File: src/sv/sita_pkg.sv
// Shared types, widths and arithmetic helpers for the inertia tensor accumulator.
package sita_pkg;

	localparam int COORD_BITS = 12;
	localparam int FRAC_BITS  = 8;

	localparam int CENTER_W = COORD_BITS + FRAC_BITS;
	localparam int OFFS_W   = CENTER_W + 1;
	localparam int PROD_W   = 2 * OFFS_W;
	localparam int SUM_W    = 64;
	localparam int DIAG_W   = SUM_W - 1;

	localparam int IN_FIELDS_W = 3 * COORD_BITS + 3 * CENTER_W;
	localparam int IN_TDATA_W  = ((IN_FIELDS_W + 7) / 8) * 8;
	localparam int OUT_FIELDS_W = 3 * DIAG_W + 3 * SUM_W;
	localparam int OUT_TDATA_W  = ((OUT_FIELDS_W + 7) / 8) * 8;

	typedef logic [COORD_BITS-1:0]   coord_t;
	typedef logic [CENTER_W-1:0]     center_t;
	typedef logic signed [OFFS_W-1:0] offs_t;
	typedef logic signed [PROD_W-1:0] prod_t;
	typedef logic signed [SUM_W-1:0]  sum_t;
	typedef logic [DIAG_W-1:0]        diag_t;

	localparam sum_t SUM_MAX = {1'b0, {(SUM_W-1){1'b1}}};
	localparam sum_t SUM_MIN = {1'b1, {(SUM_W-1){1'b0}}};

	typedef struct packed {
		prod_t sq_x;
		prod_t sq_y;
		prod_t sq_z;
		prod_t cr_xy;
		prod_t cr_xz;
		prod_t cr_yz;
	} prods_t;

	typedef struct packed {
		sum_t sq_x;
		sum_t sq_y;
		sum_t sq_z;
		sum_t cr_xy;
		sum_t cr_xz;
		sum_t cr_yz;
	} sums_t;

	typedef struct packed {
		diag_t xx;
		diag_t yy;
		diag_t zz;
		sum_t  xy;
		sum_t  xz;
		sum_t  yz;
	} tensor_t;

	// accumulator control: one transaction leaving the product stage
	typedef struct packed {
		logic go;
		logic present;
		logic last;
	} acc_ctl_t;

	// voxel * 2^FRAC_BITS - center, signed
	function automatic offs_t offset_of(coord_t v, center_t c);
		offs_t vs;
		offs_t cs;
		vs = offs_t'(v) << FRAC_BITS;
		cs = offs_t'(c);
		return vs - cs;
	endfunction

	function automatic sum_t sat_add(sum_t a, prod_t b);
		logic signed [SUM_W:0] s;
		s = {a[SUM_W-1], a} + (SUM_W+1)'(b);
		if (s[SUM_W] != s[SUM_W-1])
			return s[SUM_W] ? SUM_MIN : SUM_MAX;
		return s[SUM_W-1:0];
	endfunction

	// both operands are non-negative
	function automatic diag_t diag_of(sum_t a, sum_t b);
		logic [SUM_W-1:0] s;
		s = SUM_W'(unsigned'(a)) + SUM_W'(unsigned'(b));
		return s[SUM_W-1] ? {DIAG_W{1'b1}} : s[DIAG_W-1:0];
	endfunction

	function automatic sum_t neg_of(sum_t a);
		return (a == SUM_MIN) ? SUM_MAX : -a;
	endfunction

endpackage

File: src/sv/sita_accum.sv
// Six saturating running sums, cleared after the last voxel of a segment.
module sita_accum (
	input  logic             clk,
	input  logic             arst_n,
	input  sita_pkg::acc_ctl_t ctl,
	input  sita_pkg::prods_t prod,
	output sita_pkg::sums_t  sums_next
);
	import sita_pkg::*;

	sums_t sums_q;
	sums_t sums_add;

	always_comb begin
		sums_add.sq_x  = sat_add(sums_q.sq_x,  prod.sq_x);
		sums_add.sq_y  = sat_add(sums_q.sq_y,  prod.sq_y);
		sums_add.sq_z  = sat_add(sums_q.sq_z,  prod.sq_z);
		sums_add.cr_xy = sat_add(sums_q.cr_xy, prod.cr_xy);
		sums_add.cr_xz = sat_add(sums_q.cr_xz, prod.cr_xz);
		sums_add.cr_yz = sat_add(sums_q.cr_yz, prod.cr_yz);
		sums_next = ctl.present ? sums_add : sums_q;
	end

	always_ff @(posedge clk or negedge arst_n) begin
		if (!arst_n) begin
			sums_q <= '0;
		end else if (ctl.go) begin
			if (ctl.last)
				sums_q <= '0;
			else
				sums_q <= sums_next;
		end
	end

endmodule

File: config.mk
export PLATFORM = sky130hd
export DESIGN_NAME = sita_accum
export DESIGN_NICKNAME = d
export VERILOG_FILES = /design/src/sv/sita_pkg.sv /design/src/sv/sita_accum.sv
export SDC_FILE = /design/constraint.sdc
export NUM_CORES = 2
export LEC_CHECK = 0
export BUFFER_PORTS_ARGS = -buffer_cell sky130_fd_sc_hd__buf_2
export CAP_MARGIN = 15
export CELL_PAD_IN_SITES_DETAIL_PLACEMENT = 1
export CELL_PAD_IN_SITES_GLOBAL_PLACEMENT = 2
export CORE_ASPECT_RATIO = 1.25
export CORE_MARGIN = 3
export CORE_UTILIZATION = 36
export DETAILED_ROUTE_END_ITERATION = 10
export PLACE_DENSITY = 0.84
export SLEW_MARGIN = 20
export SYNTH_ARGS = -nofsm -noshare
export SYNTH_HDL_FRONTEND = slang
export SYNTH_SLANG_ARGS = --single-unit
File: constraint.sdc
create_clock -name clk -period 13.27 [get_ports clk]
set_input_delay 1.327 -clock clk [delete_from_list [all_inputs] [get_ports clk]]
set_output_delay 1.327 -clock clk [all_outputs]
set_load 0.02 [all_outputs]
==> results by stage <==
Worst setup path:
- Walking the worst path, the cells encountered are buf_2 -> ha_1 -> a21oi_1 -> nor3b_1 -> a21oi_2 -> a41oi_1 -> o31ai_2 -> a31oi_2 -> o21ai_2 -> a211o_1 -> a31o_2 -> a21oi_2 -> xnor2_1 -> ha_1 -> clkinv_1 -> buf_4 -> nor3_1 -> or3_1 -> buf_4 -> a21oi_1 -> a21oi_1 -> buf_2.
- The critical register-to-register path startpoint is sums_q[4].
- The worst setup path is captured at a primary output.
- The cell depth of the worst flop-to-flop path is 20.
- Setup slack on the worst reg-to-reg path comes out at 6.49 ns.
- The worst register-to-register path ends at sums_q[6].
- The data required time of the critical path is 11.94 ns.
- The arrival time at the worst endpoint is 7.89 ns.
- The largest single stage delay on the critical path is 0.72 ns.
- The path type of the worst setup path is in -> out.
- Among the stages of the critical path, the cell type that occurs most often is sky130_fd_sc_hd__a21oi_1.
- The family with the most delay on the worst path is compound AO/OA/AOI/OAI gates.
- Counting both buffers and inverters, the worst setup path holds a total of 5.
- For this design, the slowest cell found on the critical path is sky130_fd_sc_hd__ha_1.
- Along the worst path, the maximum fanout reaches 51.
- The critical path launch point type is a primary input.

Global route:
- The global-route wire length before repair is 284.7 mm.
- After global routing the overflow that remains totals 0.
- For this run, the total global-route usage over all layers was measured as 28.86%.
- The via count of the first global-routing pass is 47,940.
- The number of antenna violations at the first check in global routing was 12.
- The pin count of the biggest net entering global routing is 172.

Finish:
- Counting the fill cells in the layout gives 14,970.
- The register with the most flip-flops in the layout has 384 of them.
- The finished layout holds 7,841 standard cells, fillers aside.
- Counting flops per register, the top entry is sums_q.
- After routing the design area is 49,020 um2.
- The area occupied by multi-input gates is 31,300 um2.
- The area added between synthesis and finish is 13.62%.
- The largest registers in the layout are sums_q (384).
- Cells with a size suffix above 1 make up 14.55% of the layout.
- The final core utilization is 41.35%.
- The final layout contains 6,874 nets.
- Across the whole layout, storage elements account for 9609 um2.

Timing:
- Measured against its own limit, the worst slew margin works out to 28.64%.
- Across the routed clock network, the largest skew measured is 0.03283 ns.
- The final hold violation count is 0.
- The number of max-slew violations in the final report is 0.
- The final clock period utilization by the worst path is 69.44%.
- The maximum frequency from static timing analysis is 108.5 MHz.
- Setup violations remaining at the end of the flow were counted as 0.
- The slew at the pin with the worst max-slew slack is 1.068 ns.
- Summed over all failing endpoints, the final setup total negative slack is 0 ns.
- Setup repair after global routing left no endpoint under its margin.
- The final period demand of the worst path is 9.214 ns.

Yosys:
- The number of enable flip-flop cells after synthesis is 0.
- The biggest area consumer among synthesized cells is sky130_fd_sc_hd__dfrtp_1.
- The post-synthesis instance total is 5,884.
- The synthesized design devotes to its leading area cell type 22.27% of total area.
- The share of synthesized registers carrying an async set or reset is 100.0%.
- The most common cell in the netlist is sky130_fd_sc_hd__a21oi_1.
- The most common flop cell mapped by yosys is sky130_fd_sc_hd__dfrtp_1.
- The mapped cell area is 43,140 um2.
- The synthesized area divided by synthesized cell count is 7.332 um2.
- After synthesis, the most frequently instantiated cells are sky130_fd_sc_hd__a21oi_1 (989), sky130_fd_sc_hd__nand2_1 (605), sky130_fd_sc_hd__nor2_1 (604).
- The number of distinct standard cells referenced by the synthesized netlist is 118.
- The sequential-to-total area share from yosys stat is 22.27%.
- By area the synthesized netlist is led by sky130_fd_sc_hd__dfrtp_1 (22%), sky130_fd_sc_hd__a21oi_1 (11%), sky130_fd_sc_hd__ha_1 (11%), sky130_fd_sc_hd__o21ai_0 (5.5%), sky130_fd_sc_hd__nand2_1 (5.3%).
- The net count after synthesis is 6,541.
- The number of storage elements in the synthesis netlist is 384.
- For this run, the number of Yosys warnings is 0.

Power and ir drop:
- The leakage power is 23.45 nW.
- The highest ir drop seen on vdd is 0.1504 mV.
- The total power is 13.54 mW.
- The power density normalized to cell area is 276.2 nW/um2.

Job:
- Max-cap violations in this run came to 0.

Clock tree:
- The number of sinks handled by clock tree synthesis is 384.
- The number of setup buffers added after CTS is 0.
- The H-tree depth reported by CTS is 2.
- The number of clock buffers inserted by TritonCTS is 53.
- The TritonCTS clock tree is yes.
- The cell at the root of the clock tree is sky130_fd_sc_hd__clkbuf_16.
- In this run the deepest clock path goes through 3 buffers.
- After clock tree synthesis, the flow added hold-fix buffers numbering 0.
- The clock reaches the later pin of the worst-skew pair after 0.68 ns.
- Gates resized during post-CTS repair numbered 0.
- The clock-pin slew reported for the worst setup and hold paths after clock tree synthesis is 0.06 ns.

Place:
- The port buffer count is 640.
- The half-perimeter wire length after detailed placement is 141.0 mm.
- The final weighted congestion of routability-driven global placement is 0.9373.
- The cell area after placement is 47,050 um2.
- The number of cells in the design after placement is 7,735.

Route:
- The total DRC errors in the routed layout is 0.
- The initial detailed-routing violation count is 2,418.
- The average wire per standard cell is 23.64 um.
- The number of routed nets with antenna violations is 0.
- The pre-antenna-repair detailed-routing pass consisted of 7 iterations.
- Summed over all layers, the routed wires come to 185.3 mm.
- In the routed layout, each cell is associated on average with a via count of 5.907.
- The via total after detailed routing is 46,320.

Floorplan:
- The count of standard-cell rows is 141.
- The total core area is 118,600 um2.
- The starting utilization of the core area is 36.39%.
- The die span in y is 393.0 um.
- In this run the horizontal extent of the chip is 315.6 um.
- The number of top-level pins is 641.
- The area enclosed by the die boundary is 124,100 um2.

Hold path:
- The cell count of the worst hold path is 2.
- The worst hold path belongs to the class reg -> reg.
- The worst hold path terminates at sums_q[221].
- The worst hold path begins at sums_q[221].

Run status:
- The run finished with clean final reports.
per-stage QoR:
step	setup WS (ns)	hold WS, ns
2_1_floorplan	6.135	0.4753
3_3_place_gp	4.284	0.4902
3_5_place_dp	4.133	0.5050
4_1_cts	4.116	0.5182
5_1_grt	3.503	0.5467
6_report	4.056	0.5140
per-layer routing:
layer | GRT usage [%] | share of wire, %
met3 | 6.225 | 6.2
met1 | 34.64 | 42
met2 | 50.82 | 49
met5 | 0 | 0.034
met4 | 9.719 | 3.6
final cells by class:
cell class,instances,share of cell area (%)
multi-input cells,4936,63.85
clock inverters,23,0.6458
diodes,6,0.03063
inverters,158,1.215
clock buffers,77,3.344
well taps,1573,4.015
repair buffers,684,7.300
flip-flops and latches,384,19.60
cell families after synthesis:
logic type | synth area share [%]
flops | 22.27
buf+inv | 5.359
xor+xnor | 7.187
simple gates | 17.73
mux | 0.9339
fa+ha+maj | 11.71
compound gates | 34.82
where the power goes:
| group | internal (mW) | switching (mW) |
|---|---|---|
| logic | 3.31 | 6.58 |
| registers | 1.59 | 0.407 |
| clock network | 0.991 | 0.663 |
worst max-delay path by stage:
stage                 start       endpoint  depth (start not counted)
floorplan           prod[4]  sums_next[22]                         21
global placement    prod[4]  sums_next[29]                         22
detailed placement  prod[4]  sums_next[29]                         22
CTS                 prod[4]  sums_next[29]                         22
global route        prod[4]  sums_next[33]                         22
finish              prod[4]  sums_next[33]                         22
worst min-delay path, cell delays in order, from the launching register on:
cell and delay (ns):
sky130_fd_sc_hd__dfrtp_1 0.37, sky130_fd_sc_hd__nand2_1 0.05, sky130_fd_sc_hd__o21ai_0 0.06
cells in the final DEF (no fill, tap or decap), types with 133 or more instances in the layout:
master	instances
sky130_fd_sc_hd__a21o_1	231
sky130_fd_sc_hd__a21oi_1	989
sky130_fd_sc_hd__buf_2	638
sky130_fd_sc_hd__dfrtp_1	384
sky130_fd_sc_hd__ha_1	394
sky130_fd_sc_hd__inv_1	150
sky130_fd_sc_hd__nand2_1	605
sky130_fd_sc_hd__nand4_1	133
sky130_fd_sc_hd__nor2_1	597
sky130_fd_sc_hd__o21ai_0	470
sky130_fd_sc_hd__xnor2_1	230
Note: power is estimated with default switching activity, not from simulation.
