--- config.mk ---
export PLATFORM = sky130hd
export DESIGN_NAME = sita_tensor
export DESIGN_NICKNAME = d
export VERILOG_FILES = /design/src/sv/sita_pkg.sv /design/src/sv/sita_tensor.sv
export SDC_FILE = /design/constraint.sdc
export NUM_CORES = 1
export LEC_CHECK = 0
export BUFFER_PORTS_ARGS = -buffer_cell sky130_fd_sc_hd__buf_2
export CAP_MARGIN = 20
export CORE_AREA = 2 2 296 298
export DETAILED_ROUTE_END_ITERATION = 6
export DIE_AREA = 0 0 298 300
export PLACE_DENSITY = 0.46
export SKIP_LAST_GASP = 1
export SLEW_MARGIN = 20
export SYNTH_ARGS = -nofsm -noshare
export SYNTH_HDL_FRONTEND = slang
export SYNTH_SLANG_ARGS = --single-unit
--- constraint.sdc ---
create_clock -name vclk -period 10.15
set_clock_uncertainty 0.1 [all_clocks]
set_input_delay 1.015 -clock vclk [all_inputs]
set_output_delay 1.015 -clock vclk [all_outputs]
set_load 0.02 [all_outputs]
--- src/sv/sita_pkg.sv ---
// Shared types, widths and arithmetic helpers for the inertia tensor accumulator.
package sita_pkg;

	localparam int COORD_BITS = 12;
	localparam int FRAC_BITS  = 8;

	localparam int CENTER_W = COORD_BITS + FRAC_BITS;
	localparam int OFFS_W   = CENTER_W + 1;
	localparam int PROD_W   = 2 * OFFS_W;
	localparam int SUM_W    = 64;
	localparam int DIAG_W   = SUM_W - 1;

	localparam int IN_FIELDS_W = 3 * COORD_BITS + 3 * CENTER_W;
	localparam int IN_TDATA_W  = ((IN_FIELDS_W + 7) / 8) * 8;
	localparam int OUT_FIELDS_W = 3 * DIAG_W + 3 * SUM_W;
	localparam int OUT_TDATA_W  = ((OUT_FIELDS_W + 7) / 8) * 8;

	typedef logic [COORD_BITS-1:0]   coord_t;
	typedef logic [CENTER_W-1:0]     center_t;
	typedef logic signed [OFFS_W-1:0] offs_t;
	typedef logic signed [PROD_W-1:0] prod_t;
	typedef logic signed [SUM_W-1:0]  sum_t;
	typedef logic [DIAG_W-1:0]        diag_t;

	localparam sum_t SUM_MAX = {1'b0, {(SUM_W-1){1'b1}}};
	localparam sum_t SUM_MIN = {1'b1, {(SUM_W-1){1'b0}}};

	typedef struct packed {
		prod_t sq_x;
		prod_t sq_y;
		prod_t sq_z;
		prod_t cr_xy;
		prod_t cr_xz;
		prod_t cr_yz;
	} prods_t;

	typedef struct packed {
		sum_t sq_x;
		sum_t sq_y;
		sum_t sq_z;
		sum_t cr_xy;
		sum_t cr_xz;
		sum_t cr_yz;
	} sums_t;

	typedef struct packed {
		diag_t xx;
		diag_t yy;
		diag_t zz;
		sum_t  xy;
		sum_t  xz;
		sum_t  yz;
	} tensor_t;

	// accumulator control: one transaction leaving the product stage
	typedef struct packed {
		logic go;
		logic present;
		logic last;
	} acc_ctl_t;

	// voxel * 2^FRAC_BITS - center, signed
	function automatic offs_t offset_of(coord_t v, center_t c);
		offs_t vs;
		offs_t cs;
		vs = offs_t'(v) << FRAC_BITS;
		cs = offs_t'(c);
		return vs - cs;
	endfunction

	function automatic sum_t sat_add(sum_t a, prod_t b);
		logic signed [SUM_W:0] s;
		s = {a[SUM_W-1], a} + (SUM_W+1)'(b);
		if (s[SUM_W] != s[SUM_W-1])
			return s[SUM_W] ? SUM_MIN : SUM_MAX;
		return s[SUM_W-1:0];
	endfunction

	// both operands are non-negative
	function automatic diag_t diag_of(sum_t a, sum_t b);
		logic [SUM_W-1:0] s;
		s = SUM_W'(unsigned'(a)) + SUM_W'(unsigned'(b));
		return s[SUM_W-1] ? {DIAG_W{1'b1}} : s[DIAG_W-1:0];
	endfunction

	function automatic sum_t neg_of(sum_t a);
		return (a == SUM_MIN) ? SUM_MAX : -a;
	endfunction

endpackage

--- src/sv/sita_tensor.sv ---
// Tensor entries from final sums: diagonal pair sums and negated cross sums.
module sita_tensor (
	input  sita_pkg::sums_t   sums,
	output sita_pkg::tensor_t tensor
);
	import sita_pkg::*;

	always_comb begin
		tensor.xx = diag_of(sums.sq_y, sums.sq_z);
		tensor.yy = diag_of(sums.sq_x, sums.sq_z);
		tensor.zz = diag_of(sums.sq_x, sums.sq_y);
		tensor.xy = neg_of(sums.cr_xy);
		tensor.xz = neg_of(sums.cr_xz);
		tensor.yz = neg_of(sums.cr_yz);
	end

endmodule

==> impl_metrics.tcl, run 1 <==
set metrics [dict create \
    status "complete, no violations" \
    clock.fmax_ghz 0.141 \
    cp_cell_sequence "buf_2 > ha_1 > fa_1 > a21oi_1 > nor2_1 > nor3b_1 > o41ai_1 > a31oi_1 > o21ai_0 > a21oi_1 > a21oi_1 > a31oi_1 > o211a_1 > o21ai_0 > buf_2" \
    ir_drop_uv 41.5 \
    seqCellArea_um2 0 \
    grt_overflow 0 \
    numPortBuffers 765 \
    ys_seq_area_share_pct 0 \
    grt_pass1_vias 20800 \
    post_cts_buffers 0 \
    syn_area_um2 15900 \
    dieArea_um2 89400 \
    fin_tns_setup_ns 0 \
    maxCapViolations 0 \
    dpl_cell_area_um2 20900 \
    die_w_um 298 \
    tightest_slew_ns 1.14 \
    arrival_ns 5.97 \
    ant_nets 0 \
    synth_top_area_cell "ha_1" \
    clockPowerShare_pct 0 \
    syn_inst 2560 \
    setup_viol 0 \
    worstSetupPathType "in2out" \
    cp-end-kind "output pin" \
    whs_ns 2.22 \
    final_max_slew_viol_count 0 \
    drive_above_1_share_pct 25.4 \
    rsz0062_at_grt "false" \
    power_density_nw_per_um2 83.5 \
    min_to "tensor[58]" \
    ys_top_cells_by_area "ha_1 15%, nand2_1 13%, xor2_1 9.9%, xnor2_1 8.3%, a21oi_1 7.6%" \
    p_switching_mw 1.16 \
    switching_share_pct 66.8 \
    final_common_cell "buf_2" \
    num_rows 108 \
    layout_common_cells "765 x buf_2, 537 x nand2_1, 240 x a21oi_1, 192 x ha_1, 180 x xor2_1" \
    clkbuf_count 0 \
    via_count 21500 \
    power_frac_comb_pct 100.0 \
    cpPeakStageDelay_ns 1.02 \
    synth_warnings 0 \
    p_seq_share_pct 0 \
    synth.top_cell.area_share_pct 15.1 \
    finalCritPeriodShare_pct 69.8 \
    hp-start "sums[58]" \
    fp.dieH_um 300 \
    finalHoldViolations 0 \
    drtPass1Iterations 5 \
    required_ns 9.04 \
    gp_congestion 1.01 \
    hold_depth 3 \
    total_power_mw 1.74 \
    grt_pass1_wl_um 135000 \
    synth.distinct_cells 71 \
    cts_hold_buf 0 \
    synthesis.nets 3139 \
    num_io_pins 765 \
    crit_fanout 4 \
    cts_resized 0 \
    drc_errors 0 \
    grt_max_degree 67 \
    crit_path_frequent_cell "a21oi_1" \
    initial_core_util_pct 18.4 \
    slowest_stage "o41ai_1" \
    power_leakage_nw 10.1 \
    startpoint_type "primary input" \
    avgSynthCellArea_um2 6.21 \
    design.seq.count 0 \
    nets 3809 \
    wl_per_cell_um 21.5 \
    min_path_type "in2out" \
    areaGrowthSynthToFinish_pct 31.2 \
    dp_hpwl_um 84800 \
    coreArea_um2 86200 \
    via_per_inst 4.90 \
    grt.total_usage_pct 19.6 \
    finalCriticalPeriod_ns 7.09 \
    wl_um 94400 \
    slew_headroom_pct 22.7 \
    first_iter_violations 1171 \
    p_int_uw 578 \
    fin_area_um2 20900 \
    antenna_found_initial 32 \
]
per-stage QoR:
stage               instances  setup WS, ns  utilization [%]
floorplan                2560          4.60                -
finish                   4388          3.06             24.2
detailed placement       4383          3.02             24.2
CTS                      4383          3.00             24.2
global route             4386          2.92             24.2
global placement         4383          3.09             24.2
power by group through the flow:
| stage | sequential [mW] | combinational (mW) | clock [mW] |
|---|---|---|---|
| after global routing | 0 | 1.88 | 0.0000000397 |
| final | 0 | 1.74 | 0.0000000569 |
| after detailed placement | 0 | 1.74 | 0 |
| after CTS | 0 | 1.75 | 0 |
| after floorplan | 0 | 1.04 | 0 |
| after global placement | 0 | 1.75 | 0 |
how the worst max path moves through the flow:
stage | startpoint | endpoint
2_1_floorplan | sums[11] | tensor[58]
3_3_place_gp | sums[192] | tensor[378]
3_5_place_dp | sums[192] | tensor[378]
4_1_cts | sums[192] | tensor[378]
5_1_grt | sums[192] | tensor[378]
6_report | sums[192] | tensor[378]
final cells by class:
class / instances / area, µm²
fillers: 10100 / 65300
multi-input cells: 2395 / 15300
repair buffers: 781 / 3950
well taps: 1155 / 1450
inverters: 52 / 195
diodes: 5 / 12.5
layer usage:
metal | GRT usage (%) | part of all wire (%) | up-vias
li1 | - | - | 10500
met1 | 23.6 | 41 | 10100
met2 | 36.2 | 50 | 769
met3 | 3.49 | 6.4 | 126
met4 | 4.04 | 2.4 | 38
met5 | 0 | 0.27 | -
Yosys cell counts (all sizes together), types with 18 or more instances:
master / number
nand2: 538
a21oi: 240
ha: 192
xor2: 180
nor2: 179
o21ai: 154
xnor2: 150
a21o: 102
clkbuf: 100
nor3: 76
nand4: 58
inv: 52
nor4: 48
nand2b: 44
nand3: 43
or3: 41
o21bai: 36
nor2b: 32
a31oi: 25
or4: 21
and3: 19
o21a: 19
or2: 18
logic make-up after synthesis:
family          synth area share, %
simple gates                   34.4
compound gates                 27.3
xor+xnor                       18.2
fa+ha+maj                      15.5
buf+inv                        4.17
mux                           0.527
worst max-delay path: cells and delay by family:
family	cells	cell delay [ns]
fa+ha+maj	2	0.56
compound gates	9	3.77
buf+inv	2	0.30
simple gates	2	0.33
Note: power is estimated with default switching activity, not from simulation.
==> inputs of run 2 (changes only) <==
Clock period 10.15 ns to 6.72 ns, I/O delays scaled along.
==> impl_metrics.tcl, run 2 (synthesis results as in run 1) <==
set metrics [dict create \
    status "complete, no violations" \
    wl_um 94800 \
    clkbuf_count 0 \
    cp_cell_sequence "buf_2 > ha_1 > fa_1 > a21oi_1 > o211ai_1 > a221o_1 > o22ai_1 > o21ai_0 > a41oi_1 > o21ai_0 > a21oi_1 > o21ai_0 > xnor2_1 > nand2_1 > buf_2" \
    finalCritPeriodShare_pct 93.8 \
    fin_ws_ns 0.416 \
    power_density_nw_per_um2 127 \
    crit_fanout 5 \
    num_rows 108 \
    required_ns 5.95 \
    die_w_um 298 \
    antenna_found_initial 31 \
    numPortBuffers 765 \
    path_buf_inv 2 \
    ir_drop_uv 74.6 \
    drtPass1Iterations 5 \
    post_cts_buffers 0 \
    grt_pass1_wl_um 136000 \
    rsz0062_at_grt "false" \
    num_io_pins 765 \
    layout_common_cells "765 x buf_2, 537 x nand2_1, 240 x a21oi_1, 192 x ha_1, 180 x xor2_1" \
    areaGrowthSynthToFinish_pct 31.8 \
    tightest_slew_ns 0.888 \
    setup_viol 0 \
    cpPeakStageDelay_ns 0.64 \
    ant_nets 0 \
    wl_per_cell_um 21.6 \
    final_common_cell "buf_2" \
    fillers 10200 \
    nets 3814 \
    grt.total_usage_pct 19.8 \
    seqCellArea_um2 0 \
    finalCriticalPeriod_ns 6.30 \
    via_count 21600 \
    clock.fmax_ghz 0.159 \
    whs_ns 1.55 \
    cp-end-kind "output pin" \
    place_inst 4388 \
    grt_overflow 0 \
    grt_max_degree 60 \
    fin_area_um2 21000 \
    fin_tns_setup_ns 0 \
    dpl_cell_area_um2 20900 \
    via_per_inst 4.92 \
    cp_top_family "compound AO/OA/AOI/OAI gates" \
    cts_resized 0 \
    post-route-util_pct 24.3 \
    dp_hpwl_um 85500 \
    arrival_ns 5.53 \
    design.seq.count 0 \
    fp.dieH_um 300 \
    min_path_type "in2out" \
    first_iter_violations 1397 \
    final_max_slew_viol_count 0 \
    total_power_mw 2.65 \
    slowest_stage "a41oi_1" \
    startpoint_type "primary input" \
    finalHoldViolations 0 \
    initial_core_util_pct 18.4 \
    grt_pass1_vias 21100 \
    drc_errors 0 \
    coreArea_um2 86200 \
    crit_path_frequent_cell "o21ai_0" \
    worstSetupPathType "in2out" \
    cts_hold_buf 0 \
    stdcell_count 4396 \
    maxCapViolations 0 \
    slew_headroom_pct 40.0 \
    dieArea_um2 89400 \
    gp_congestion 0.970 \
    power_leakage_nw 10.1 \
    pre_cts_ws_ns 0.391 \
    drive_above_1_share_pct 25.6 \
]
[run 2: final timing paths]
kind | from | to | cells past startpoint
hold / removal | sums[58] | tensor[58] | 3
setup / recovery | sums[256] | tensor[246] | 15
[run 2: layer usage]
| layer | GRT usage [%] | vias up | routed length, µm |
|---|---|---|---|
| met5 | 0 | - | 208 |
| met1 | 23.9 | 10100 | 39100 |
| li1 | - | 10600 | - |
| met2 | 36.2 | 779 | 47000 |
| met3 | 3.47 | 143 | 6010 |
| met4 | 4.19 | 30 | 2530 |
[run 2: area by class of cell]
type / count / area (µm²) / area share [%]
inverters: 52 / 195 / 0.932
diodes: 8 / 20.0 / 0.0956
well taps: 1155 / 1450 / 6.90
repair buffers: 786 / 4020 / 19.2
multi-input cells: 2395 / 15300 / 72.9
[run 2: power by group]
group / switching, mW / internal [mW] / leakage, nW
clock: 0 / 0.000000149 / 0.0000507
sequential: 0 / 0 / 0
combinational: 1.77 / 0.885 / 10.1
==> inputs of run 3 (changes only) <==
Settings changed: CELL_PAD_IN_SITES_DETAIL_PLACEMENT set to 1, CELL_PAD_IN_SITES_GLOBAL_PLACEMENT set to 1, CORE_AREA 2 2 296 298 to 2 2 294 296, DIE_AREA 0 0 298 300 to 0 0 296 298, PLACE_DENSITY 0.46 to 0.61.
==> impl_metrics.tcl, run 3 (synthesis results as in run 1) <==
set metrics [dict create \
    startpoint_type "primary input" \
    hp-start "sums[58]" \
    drtPass1Iterations 5 \
    cts_resized 0 \
    final_max_slew_viol_count 0 \
    status "complete, no violations" \
    antenna_found_initial 22 \
    arrival_ns 5.19 \
    finalCriticalPeriod_ns 5.96 \
    ir_drop_uv 77.2 \
    num_rows 107 \
    power_density_nw_per_um2 127 \
    tightest_slew_ns 1.04 \
    grt.total_usage_pct 21.0 \
    clock.fmax_ghz 0.168 \
    setup_viol 0 \
    die_w_um 296 \
    initial_core_util_pct 18.7 \
    dp_hpwl_um 88700 \
    cp-end-kind "output pin" \
    post-route-util_pct 24.7 \
    grt_max_degree 60 \
    wl_per_cell_um 22.5 \
    areaGrowthSynthToFinish_pct 31.6 \
    slew_headroom_pct 29.0 \
    fin_tns_setup_ns 0 \
    numPortBuffers 765 \
    total_power_mw 2.67 \
    first_iter_violations 864 \
    nets 3812 \
    worstSetupPathType "in2out" \
    dieArea_um2 88200 \
    min_to "tensor[58]" \
    rsz0062_at_grt "false" \
    min_path_type "in2out" \
    finalHoldViolations 0 \
    grt_pass1_vias 22000 \
    maxCapViolations 0 \
    via_per_inst 4.92 \
    layout_common_cells "765 x buf_2, 537 x nand2_1, 240 x a21oi_1, 192 x ha_1, 180 x xor2_1" \
    required_ns 5.95 \
    wl_um 98600 \
    final_common_cell "buf_2" \
    hold_depth 3 \
    grt_overflow 0 \
    cts_hold_buf 0 \
    post_cts_buffers 0 \
    num_io_pins 765 \
    seqCellArea_um2 0 \
    drive_above_1_share_pct 25.5 \
    drc_errors 0 \
    power_leakage_nw 10.1 \
    crit_fanout 12 \
    fp.dieH_um 298 \
    via_count 21600 \
    ant_nets 0 \
    grt_pass1_wl_um 141000 \
    clkbuf_count 0 \
    coreArea_um2 84900 \
    design.seq.count 0 \
    gp_congestion 0.976 \
    finalCritPeriodShare_pct 88.7 \
    fillers 11100 \
]
[run 3: cell types whose count changed in the layout (fill, tap and decap cells not counted), sizes merged]
cell,delta
buf,-2
diode,+2
[run 3: report_power, final]
part           leakage (nW)  internal, mW  switching (mW)
registers                 0             0               0
logic                  10.1         0.887            1.78
clock network     0.0000649   0.000000351               0
total                  10.1         0.887            1.78
[run 3: routing by layer]
metal / vias up / wire (µm) / track usage, %
met5: - / 152 / 0
met4: 24 / 1720 / 3.48
met3: 88 / 5380 / 3.22
met2: 616 / 50600 / 39.9
met1: 10300 / 40700 / 24.8
li1: 10500 / - / -
[run 3: worst max-delay path by stage]
stage / start / endpoint / cells after the start
3_3_place_gp: sums[193] / tensor[289] / 13
3_5_place_dp: sums[195] / tensor[289] / 13
4_1_cts: sums[195] / tensor[289] / 13
2_1_floorplan: sums[11] / tensor[58] / 12
6_report: sums[195] / tensor[289] / 13
5_1_grt: sums[195] / tensor[289] / 13
[run 3: per-stage QoR]
| step | instances | hold slack (ns) | setup WS (ns) | instance area [µm²] |
|---|---|---|---|---|
| after floorplan | 2560 | 1.37 | 1.85 | 15900 |
| after global placement | 4375 | 1.56 | 0.832 | 20900 |
| after detailed placement | 4375 | 1.56 | 0.759 | 20900 |
| after CTS | 4375 | 1.56 | 0.756 | 20900 |
| after global routing | 4380 | 1.58 | 0.611 | 20900 |
| final | 4385 | 1.55 | 0.759 | 20900 |
[run 3: area by class of cell]
| type | instances | area, µm² | area share (%) |
|---|---|---|---|
| Antenna cell | 10 | 25.0 | 0.120 |
| Multi-Input combinational cell | 2395 | 15300 | 72.9 |
| Tap cell | 1144 | 1430 | 6.84 |
| Inverter | 52 | 195 | 0.933 |
| Timing Repair Buffer | 784 | 4010 | 19.2 |
[run 3: worst max-delay path: stages]
cell and delay (ns):
buf_2 0.12, ha_1 0.38, nand3_1 0.10, o21ai_0 0.54
a41o_1 0.39, a21oi_1 0.22, o21ai_0 0.58, a31oi_1 0.33
o21ai_0 0.31, a21oi_1 0.14, xnor2_2 0.69, nand2_1 0.42
buf_2 0.28
